[src/sv/rta16_pkg.sv]
// Shared types and constants of the RGB to ANSI 16-color classifier.
package rta16_pkg;

  // Channel that holds the maximum, after the blue-over-green-over-red tie rule.
  typedef enum logic [1:0] {
    CH_RED,
    CH_GREEN,
    CH_BLUE
  } chan_t;

  // Features of one pixel taken from the first pipeline stage.
  typedef struct packed {
    logic [7:0]        spread;  // max minus min
    logic [9:0]        sum;     // red + green + blue
    chan_t             chan;    // channel that selects the hue formula
    logic signed [8:0] diff;    // numerator difference of the hue formula
  } feat_t;

  // Register indexes of the configuration port.
  localparam logic CFG_BW_THRESH   = 1'b0;
  localparam logic CFG_GRAY_THRESH = 1'b1;

  localparam logic [6:0] BW_THRESH_RESET   = 7'd32;
  localparam logic [5:0] GRAY_THRESH_RESET = 6'd8;

  // Sum that splits dark from bright pixels, and the full-scale sum.
  localparam logic [9:0] SUM_MID = 10'd384;
  localparam logic [9:0] SUM_MAX = 10'd765;

  // ANSI palette indexes.
  localparam logic [3:0] COLOR_BLACK          = 4'd0;
  localparam logic [3:0] COLOR_RED            = 4'd1;
  localparam logic [3:0] COLOR_GREEN          = 4'd2;
  localparam logic [3:0] COLOR_YELLOW         = 4'd3;
  localparam logic [3:0] COLOR_BLUE           = 4'd4;
  localparam logic [3:0] COLOR_MAGENTA        = 4'd5;
  localparam logic [3:0] COLOR_CYAN           = 4'd6;
  localparam logic [3:0] COLOR_LIGHT_GRAY     = 4'd7;
  localparam logic [3:0] COLOR_DARK_GRAY      = 4'd8;
  localparam logic [3:0] COLOR_BRIGHT_RED     = 4'd9;
  localparam logic [3:0] COLOR_BRIGHT_GREEN   = 4'd10;
  localparam logic [3:0] COLOR_BRIGHT_YELLOW  = 4'd11;
  localparam logic [3:0] COLOR_BRIGHT_BLUE    = 4'd12;
  localparam logic [3:0] COLOR_BRIGHT_MAGENTA = 4'd13;
  localparam logic [3:0] COLOR_BRIGHT_CYAN    = 4'd14;
  localparam logic [3:0] COLOR_WHITE          = 4'd15;

endpackage

[src/sv/rta16_feature.sv]
// Pixel feature extraction: sum, spread, max channel and hue numerator.
module rta16_feature
  import rta16_pkg::*;
(
  input  logic [7:0] red,
  input  logic [7:0] green,
  input  logic [7:0] blue,
  output feat_t      feat
);

  logic [7:0] hi;
  logic [7:0] lo;

  always_comb begin
    hi = (red > green) ? red : green;
    hi = (hi > blue) ? hi : blue;
    lo = (red < green) ? red : green;
    lo = (lo < blue) ? lo : blue;

    feat.spread = hi - lo;
    feat.sum    = {2'b00, red} + {2'b00, green} + {2'b00, blue};

    // Blue wins ties over green, green over red.
    if (blue == hi) begin
      feat.chan = CH_BLUE;
      feat.diff = $signed({1'b0, red}) - $signed({1'b0, green});
    end else if (green == hi) begin
      feat.chan = CH_GREEN;
      feat.diff = $signed({1'b0, blue}) - $signed({1'b0, red});
    end else begin
      feat.chan = CH_RED;
      feat.diff = $signed({1'b0, green}) - $signed({1'b0, blue});
    end
  end

endmodule

[src/sv/rgb_to_ansi16_classifier.sv]
// Top level: three-stage pipelined RGB to ANSI 16-color classifier.
// Throughput is one pixel per cycle while the output side is ready; each stage has its own valid bit and
// loads whenever the stage after it is empty or moving, so bubbles close up.
// Reset (synchronous, active high) empties the pipeline and sets the black/white
// threshold to 32 and the gray threshold to 8.
module rgb_to_ansi16_classifier
  import rta16_pkg::*;
(
  input  logic        clk,
  input  logic        rst,

  input  logic        s_axis_tvalid,
  output logic        s_axis_tready,
  input  logic [23:0] s_axis_tdata,   // [7:0] red, [15:8] green, [23:16] blue

  output logic        m_axis_tvalid,
  input  logic        m_axis_tready,
  output logic [7:0]  m_axis_tdata,   // [3:0] color_index, [7:4] zero

  input  logic        cfg_we,
  input  logic        cfg_index,
  input  logic [6:0]  cfg_wdata
);

  // Configuration registers. The user must change them only while the pipeline is idle; the block does not enforce it.
  logic [6:0] bw_thresh;
  logic [5:0] gray_thresh;

  always_ff @(posedge clk) begin
    if (rst) begin
      bw_thresh   <= BW_THRESH_RESET;
      gray_thresh <= GRAY_THRESH_RESET;
    end else if (cfg_we) begin
      case (cfg_index)
        CFG_BW_THRESH:   bw_thresh   <= cfg_wdata;
        CFG_GRAY_THRESH: gray_thresh <= cfg_wdata[5:0];
        default: ;
      endcase
    end
  end

  // Stage advance. Each stage takes a new beat when it is empty or when the
  // stage after it is taking its current beat.
  logic valid1;
  logic valid2;
  logic out_valid;
  logic load_out;
  logic load2;
  logic load1;

  assign load_out      = ~out_valid | m_axis_tready;
  assign load2         = ~valid2 | load_out;
  assign load1         = ~valid1 | load2;
  assign s_axis_tready = load1;

  always_ff @(posedge clk) begin
    if (rst) begin
      valid1    <= 1'b0;
      valid2    <= 1'b0;
      out_valid <= 1'b0;
    end else begin
      if (load1)    valid1    <= s_axis_tvalid;
      if (load2)    valid2    <= valid1;
      if (load_out) out_valid <= valid2;
    end
  end

  // Stage 1: sum, spread, max channel and the signed hue numerator.
  feat_t feat_in;
  feat_t feat1;

  rta16_feature u_feature (
    .red   (s_axis_tdata[7:0]),
    .green (s_axis_tdata[15:8]),
    .blue  (s_axis_tdata[23:16]),
    .feat  (feat_in)
  );

  always_ff @(posedge clk) begin
    if (load1) feat1 <= feat_in;
  end

  // Stage 2: the products that replace the divisions.
  // The hue quotient p = trunc(600*|diff|/spread) is only ever compared with
  // 300, so p >= 300 becomes 600*|diff| >= 300*spread and p > 300 becomes
  // 600*|diff| >= 301*spread. Saturation s <= gray becomes
  // 60*spread < (gray+1)*den, where den is the sum for dark pixels and
  // 765 minus the sum for bright ones.
  logic        neg_c;
  logic [7:0]  mag_c;
  logic        dark_c;
  logic [8:0]  den_c;
  logic [8:0]  bw3_c;
  logic [9:0]  white_lim_c;
  logic [7:0]  bw_comp_c;

  logic [17:0] mag600;
  logic [16:0] spr300;
  logic [16:0] spr301;
  logic [13:0] spr60;
  logic [15:0] sat_lim;
  logic        neg2;
  chan_t       chan2;
  logic        dark2;
  logic        black2;
  logic        white2;
  logic        flat2;

  always_comb begin
    neg_c       = feat1.diff[8];
    mag_c       = neg_c ? 8'(-feat1.diff) : feat1.diff[7:0];
    dark_c      = feat1.sum < SUM_MID;
    den_c       = dark_c ? feat1.sum[8:0] : 9'(SUM_MAX - feat1.sum);
    bw3_c       = 9'({2'b00, bw_thresh}) * 9'd3;
    bw_comp_c   = 8'd255 - {1'b0, bw_thresh};
    white_lim_c = 10'({2'b00, bw_comp_c}) * 10'd3;
  end

  always_ff @(posedge clk) begin
    if (load2) begin
      mag600  <= 18'(mag_c) * 18'd600;
      spr300  <= 17'(feat1.spread) * 17'd300;
      spr301  <= 17'(feat1.spread) * 17'd301;
      spr60   <= 14'(feat1.spread) * 14'd60;
      sat_lim <= 16'({1'b0, gray_thresh} + 7'd1) * 16'(den_c);
      neg2    <= neg_c;
      chan2   <= feat1.chan;
      dark2   <= dark_c;
      black2  <= feat1.sum < {1'b0, bw3_c};
      white2  <= feat1.sum > white_lim_c;
      flat2   <= feat1.spread == 8'd0;
    end
  end

  // Stage 3: compares and the palette choice.
  // The thresholds of the hue sectors reduce, per formula, to "the quotient
  // is past 300 on the negative or positive side". Dark pixels use the
  // strict test and bright ones the inclusive one, matching where the
  // sector boundaries belong to each palette half.
  logic       p_ge;
  logic       p_gt;
  logic       gray_c;
  logic       past_c;
  logic [3:0] color_c;
  logic [3:0] color_index;

  always_comb begin
    p_ge   = mag600 >= 18'(spr300);
    p_gt   = mag600 >= 18'(spr301);
    gray_c = flat2 | (16'(spr60) < sat_lim);
    past_c = dark2 ? p_gt : p_ge;

    if (black2) begin
      color_c = COLOR_BLACK;
    end else if (white2) begin
      color_c = COLOR_WHITE;
    end else if (gray_c) begin
      color_c = dark2 ? COLOR_DARK_GRAY : COLOR_LIGHT_GRAY;
    end else if (dark2) begin
      case (chan2)
        CH_BLUE:  color_c = past_c ? (neg2 ? COLOR_CYAN : COLOR_MAGENTA) : COLOR_BLUE;
        CH_GREEN: color_c = past_c ? (neg2 ? COLOR_YELLOW : COLOR_CYAN) : COLOR_GREEN;
        default:  color_c = past_c ? (neg2 ? COLOR_MAGENTA : COLOR_YELLOW) : COLOR_RED;
      endcase
    end else begin
      case (chan2)
        CH_BLUE:  color_c = past_c ? (neg2 ? COLOR_BRIGHT_CYAN : COLOR_BRIGHT_MAGENTA)
                                   : COLOR_BRIGHT_BLUE;
        CH_GREEN: color_c = past_c ? (neg2 ? COLOR_BRIGHT_YELLOW : COLOR_BRIGHT_CYAN)
                                   : COLOR_BRIGHT_GREEN;
        default:  color_c = past_c ? (neg2 ? COLOR_BRIGHT_MAGENTA : COLOR_BRIGHT_YELLOW)
                                   : COLOR_BRIGHT_RED;
      endcase
    end
  end

  always_ff @(posedge clk) begin
    if (load_out) color_index <= color_c;
  end

  assign m_axis_tvalid = out_valid;
  assign m_axis_tdata  = {4'b0000, color_index};

endmodule

[config.mk]
export PLATFORM = sky130hd
export DESIGN_NAME = rgb_to_ansi16_classifier
export DESIGN_NICKNAME = d
export VERILOG_FILES = /design/src/sv/rta16_pkg.sv /design/src/sv/rta16_feature.sv /design/src/sv/rgb_to_ansi16_classifier.sv
export SDC_FILE = /design/constraint.sdc
export NUM_CORES = 1
export LEC_CHECK = 0
export ABC_CLOCK_PERIOD_IN_PS = 6700
export BUFFER_PORTS_ARGS = -buffer_cell sky130_fd_sc_hd__clkbuf_2
export CELL_PAD_IN_SITES_DETAIL_PLACEMENT = 1
export CELL_PAD_IN_SITES_GLOBAL_PLACEMENT = 2
export CORE_MARGIN = 2
export CORE_UTILIZATION = 35
export CTS_CLUSTER_SIZE = 24
export DETAILED_ROUTE_END_ITERATION = 6
export PLACE_DENSITY_LB_ADDON = 0.3
export SETUP_SLACK_MARGIN = 0.02
export SLEW_MARGIN = 20
export SYNTH_ARGS = -nofsm -noshare
export SYNTH_HDL_FRONTEND = slang
export SYNTH_SLANG_ARGS = --single-unit
[constraint.sdc]
create_clock -name clk -period 6.7 [get_ports clk]
set_input_delay 2.01 -clock clk [delete_from_list [all_inputs] [get_ports clk]]
set_output_delay 2.01 -clock clk [all_outputs]
set_load 0.01 [all_outputs]
-- Word level (Yosys, flattened, before mapping)
Cells that the tools add are included.
- multiplexer cells: 27
- $mul: 7
- reductions and logical operators: 3
- $add $sub $neg: 10
- eq/ne operators: 4
- magnitude comparators: 10
- bitwise logic cells: 8
- operator list (operator ; number):
    2-to-1 mux 8 bit ; 5
    greater-or-equal comparator 18 x 17 -> 1 bit ; 2
    multiplier 8 x 7 -> 15 bit (second input constant) ; 2
    subtractor 8 x 8 -> 9 bit ; 3
    2-to-1 mux 3 bit ; 8
    2-to-1 mux 9 bit ; 2
    multiplier 8 x 9 -> 17 bit (second input constant) ; 1
    equality test 8 bit ; 2
    greater-than comparator 8 bit ; 2
    less-than comparator 14 x 16 -> 1 bit ; 1
    less-than comparator 8 bit ; 2
    multiplier 7 x 9 -> 16 bit ; 1
    2-to-1 mux 4 bit ; 4
    multiplier 8 x 4 -> 12 bit (second input constant) ; 1
    one-hot mux 3 bit (2 select lines) ; 2
    adder 10 x 8 -> 10 bit ; 1
    greater-than comparator 10 bit ; 1
    less-than comparator 10 x 9 -> 1 bit ; 1
    less-than comparator 10 x 9 -> 1 bit (second input constant) ; 1
    multiplier 8 x 2 -> 10 bit (second input constant) ; 1
    2-to-1 mux 10 bit ; 1
    adder 8 x 8 -> 9 bit ; 1
    multiplier 7 x 2 -> 9 bit (second input constant) ; 1
    subtractor 8 x 9 -> 9 bit (first input constant) ; 1
    12 further kinds ; 22
- word-level logic and storage cells: 90
- input port bits: 37
- register bits: 131
- output and inout port bits: 10

-- Longest topological paths before layout
- word-level depth: 7
- mapped depth: 25
- mapped depth without buffers: 23

-- By module
Synthesis repeated with hierarchy kept, for this count alone.
- cells, all modules: 1593
- area total of the unflattened synthesis: 15093.2 um^2
- by module, submodules not included (module ; cells an instance ; sequential area each (um^2) ; times used ; area an instance (um^2)):
    rgb_to_ansi16_classifier ; 1178 ; 3683.5 ; 1 ; 12036.5
    rta16_feature ; 415 ; 0.0 ; 1 ; 3056.7

-- Least setup slack after synthesis
OpenSTA, ideal clock, no wires.
- path kind: input to register
- start point: in s_axis_tdata[14]
- end point: reg feat1[27] in the netlist's numbering, data pin
- cell stages on the path: 22
- library setup time: 258 ps
- buffers on the path: 3
- path slack: 247 ps
- data arrival time: 6196 ps
- cell sequence: inv_1 > ha_1 > buf_4 > a21oi_1 > o221ai_2 > o21bai_1 > buf_4 > mux2i_1 > inv_1 > ha_1 > nand3_1 > nor2_1 > a32oi_1 > and2_1 > clkbuf_1 > o21ai_0 > fa_1 > a221oi_2 > o31ai_1 > maj3_2 > a21oi_2 > xnor2_1
- RTL lines (item ; line ; RTL):
    from (decl) ; rgb_to_ansi16_classifier.sv:14 ; input logic [23:0] s_axis_tdata,
    to (signal assigned) ; rgb_to_ansi16_classifier.sv:80 ; if (load1) feat1 <= feat_in;
    to (decl) ; rgb_to_ansi16_classifier.sv:70 ; feat_t feat1;

==> summary.txt <==
Logic synthesis
  – Area contributors post-synth: ha_1, edfxtp_1, fa_1
  – Most frequent cell after synthesis: ha_1
  – Post-synthesis sequential area ratio: 24.6%
  – Async S/R FF share, synth: 0%
  – Flops & latches, synth: 128
  – Largest area contributor in the netlist: ha_1
  – EDFF count, synth: 112
  – Syn_area_per_cell: 9.64 um2
  – Main synth FF type: edfxtp_1
  – Mapped Area: 14900 um2
  – Post-synth top area share: 24.8%
  – Syn. warnings: 0
  – Post-Synthesis Cells: 1551
  – Commonest cells in the netlist: ha_1, inv_1, edfxtp_1
  – Cell variety after synth: 74

Route
  – # DRC: 0
  – Number of DRC markers in iteration 0: 381
  – Post-DRT Antenna Nets: 0
  – Via/cell ratio: 5.02
  – DR WL/cell: 17.1 um
  – Routed vias: 11000
  – Post-Route WL: 37600 um
  – Number of detailed-route iterations in the first pass: 5

Clocking
  – Worst-Skew Late Latency: 0.45 ns
  – Clock-pin slew on the worst setup and hold paths: 0.06 ns
  – Post-CTS Setup Repair Bufs: 0
  – Num CTS Buffers: 17
  – Root Buffer Master: clkbuf_16
  – CTS tree: yes
  – H-tree level count: 4
  – Clock Sinks: 128
  – Max clock buf depth: 2

Cells and area
  – Diodes inserted: 0
  – Fill count: 4819
  – Fin util: 39.9%
  – Layout net count: 2059
  – Share of cells above drive strength 1: 9.29%
  – Syn-to-layout area delta: 12.2%

STA
  – Final Skew: 0.00922 ns
  – Setup TNS Final: 0 ns
  – RSZ-0062 raised after global routing: no
  – Min cycle time layout: 6.33 ns
  – Hold Slack: 0.446 ns
  – Slew margin rel.: 38.8%
  – Final hold violations: 0
  – Setup violators final: 0
  – Tcrit/Tclk final: 94.5%
  – Setup slack after layout: 0.366 ns
  – Least-Margin Pin Slew: 0.918 ns
  – Max-slew violation count: 0
  – Fmax: 158 MHz

Setup path
  – Worst setup SP type: input pin
  – Largest stage delay, worst path: 0.41 ns
  – FF-to-FF Start: feat1[18]$_DFFE_PP_
  – Crit path max fanout: 9
  – CP max stage cell: fa_1
  – Setup crit end kind: flop
  – FF-to-FF path depth: 23
  – Crit path kind: input pin to flop
  – Top delay family on crit path: compound AO/OA/AOI/OAI gates
  – Worst EP arrival: 6.53 ns
  – Critical path required time: 6.90 ns
  – FF-to-FF End: sat_lim[14]$_DFFE_PP_
  – R2R Setup Slk: 0.60 ns
  – Top cell by count, worst path: ha_1
  – CP Cell Sequence: clkbuf_2 -> inv_1 -> ha_1 -> nand3_2 -> a211oi_4 -> o21bai_1 -> buf_4 -> mux2i_1 -> ha_1 -> a21o_1 -> a21oi_1 -> o2111ai_1 -> nand2_1 -> nor2_1 -> a21oi_1 -> ha_1 -> inv_1 -> fa_1 -> a221oi_2 -> o31ai_1 -> maj3_2 -> a21oi_2 -> xnor2_1
  – Buf/Inv on CP: 4

Hold path
  – Worst Hold Endpoint: chan2[0]$_DFFE_PP_
  – Hold Path Class: flop to flop
  – Hold_sp: feat1[9]$_SDFFCE_PP0P_
  – Hold Path Cell Cnt: 0

Place
  – DPL Wire Length: 31700 um
  – GP Congestion: 0.888
  – Placement Setup Slack: -0.174 ns
  – I/O Buffers: 42

Global routing
  – Remaining Overflow, GRT: 0
  – Initial antenna violation count: 0
  – First-pass GRT wire length: 62200 um
  – Largest net degree at the start of global routing: 49
  – Vias in the first global route: 11900
  – GRT Total Usage: 17.9%

Floorplanning
  – Die area: 44400 um2
  – FP Rows: 75
  – Core area: 42000 um2
  – Starting Density: 35.6%
  – IO Pins: 47
  – Die Height: 211 um
  – Die X: 211 um

Status
  – Status: completed

Job
  – Count of max-cap constraint violations: 0
[logic make-up after synthesis]
group	share of synthesized area, %
adder cells (fa/ha/maj)	35.9
AO/OA/AOI/OAI	13.1
AND/OR/NAND/NOR	9.67
buffers and inverters	7.47
XOR/XNOR	7.84
flip-flops	24.6
multiplexers	1.39
other	0.0251
[worst reg2reg max path, delay by kind of cell, from the launching register on]
family,cells,cell delay (ns)
buf+inv,6,0.44
xor+xnor,2,0.79
flops,1,0.51
simple gates,3,0.31
compound gates,7,1.36
fa+ha+maj,5,2.44
[through the flow]
stage               area (um2)  instances
global route             16800       2196
floorplan                15000       1554
finish                   16800       2196
detailed placement       16100       2164
global placement         16100       2164
CTS                      16800       2196
[metal layers]
| layer | vias to the layer above | wire length (um) | track usage [%] | part of all wire, % |
|---|---|---|---|---|
| met5 | - | 0 | 0 | 0 |
| met4 | 0 | 839 | 5.54 | 2.2 |
| met3 | 45 | 835 | 2.81 | 2.2 |
| met2 | 105 | 18300 | 30.6 | 49 |
| met1 | 5421 | 17700 | 23.3 | 47 |
| li1 | 5456 | - | - | - |
[timing repair]
action,4_1_cts,5_1_grt
resized for setup,0,2
hold buffers,0,0
endpoints found under the setup margin,0,2
[how the worst max path moves through the flow]
stage	slack, ns	start	end	cells past startpoint
after CTS	0.29	s_axis_tdata[14]	feat1[28]$_DFFE_PP_	20
after detailed placement	-0.17	s_axis_tdata[14]	feat1[28]$_DFFE_PP_	20
after global placement	0.19	s_axis_tdata[12]	feat1[27]$_DFFE_PP_	23
final	0.37	s_axis_tdata[14]	feat1[27]$_DFFE_PP_	23
after floorplan	0.25	s_axis_tdata[14]	feat1[27]$_DFFE_PP_	22
after global routing	0.03	s_axis_tdata[0]	feat1[27]$_DFFE_PP_	23
[cells in the final DEF, fill, tap and decap left out, types with 12 or more instances in the layout]
cell type and count:
edfxtp_1 112, o21ai_0 53, nand2_1 57, nor3_1 15, o21bai_1 25, mux2i_1 16, xor2_1 40, nand3_1 18
inv_1 263, a21oi_1 100, o21a_1 29, xnor2_1 92, ha_1 296, fa_1 82, clkbuf_2 42, nand2b_1 22
or2_2 12, buf_4 51, a21o_1 29, nor2_1 104, clkbuf_16 17, dfxtp_1 16, nor2b_1 28
[area by class of cell]
type | instances | area (um2) | share of cell area (%)
inverter | 266 | 1000 | 5.96
timing repair buffer | 93 | 593 | 3.53
sequential | 128 | 3680 | 22.0
tap | 539 | 674 | 4.02
clock inverter | 14 | 236 | 1.41
clock buffer | 18 | 429 | 2.56
multi-input combinational | 1138 | 10200 | 60.6
[registers in the layout (all words and copies together) (netlist names), 2 cells and up]
register	count
bw_thresh	7
chan2	2
color_index	4
feat1	29
gray_thresh	6
mag600	15
sat_lim	16
spr300	13
spr301	17
spr60	11
Power is not shown: default switching activity piles up to over one toggle a cycle in this logic, so the estimate is an artifact.
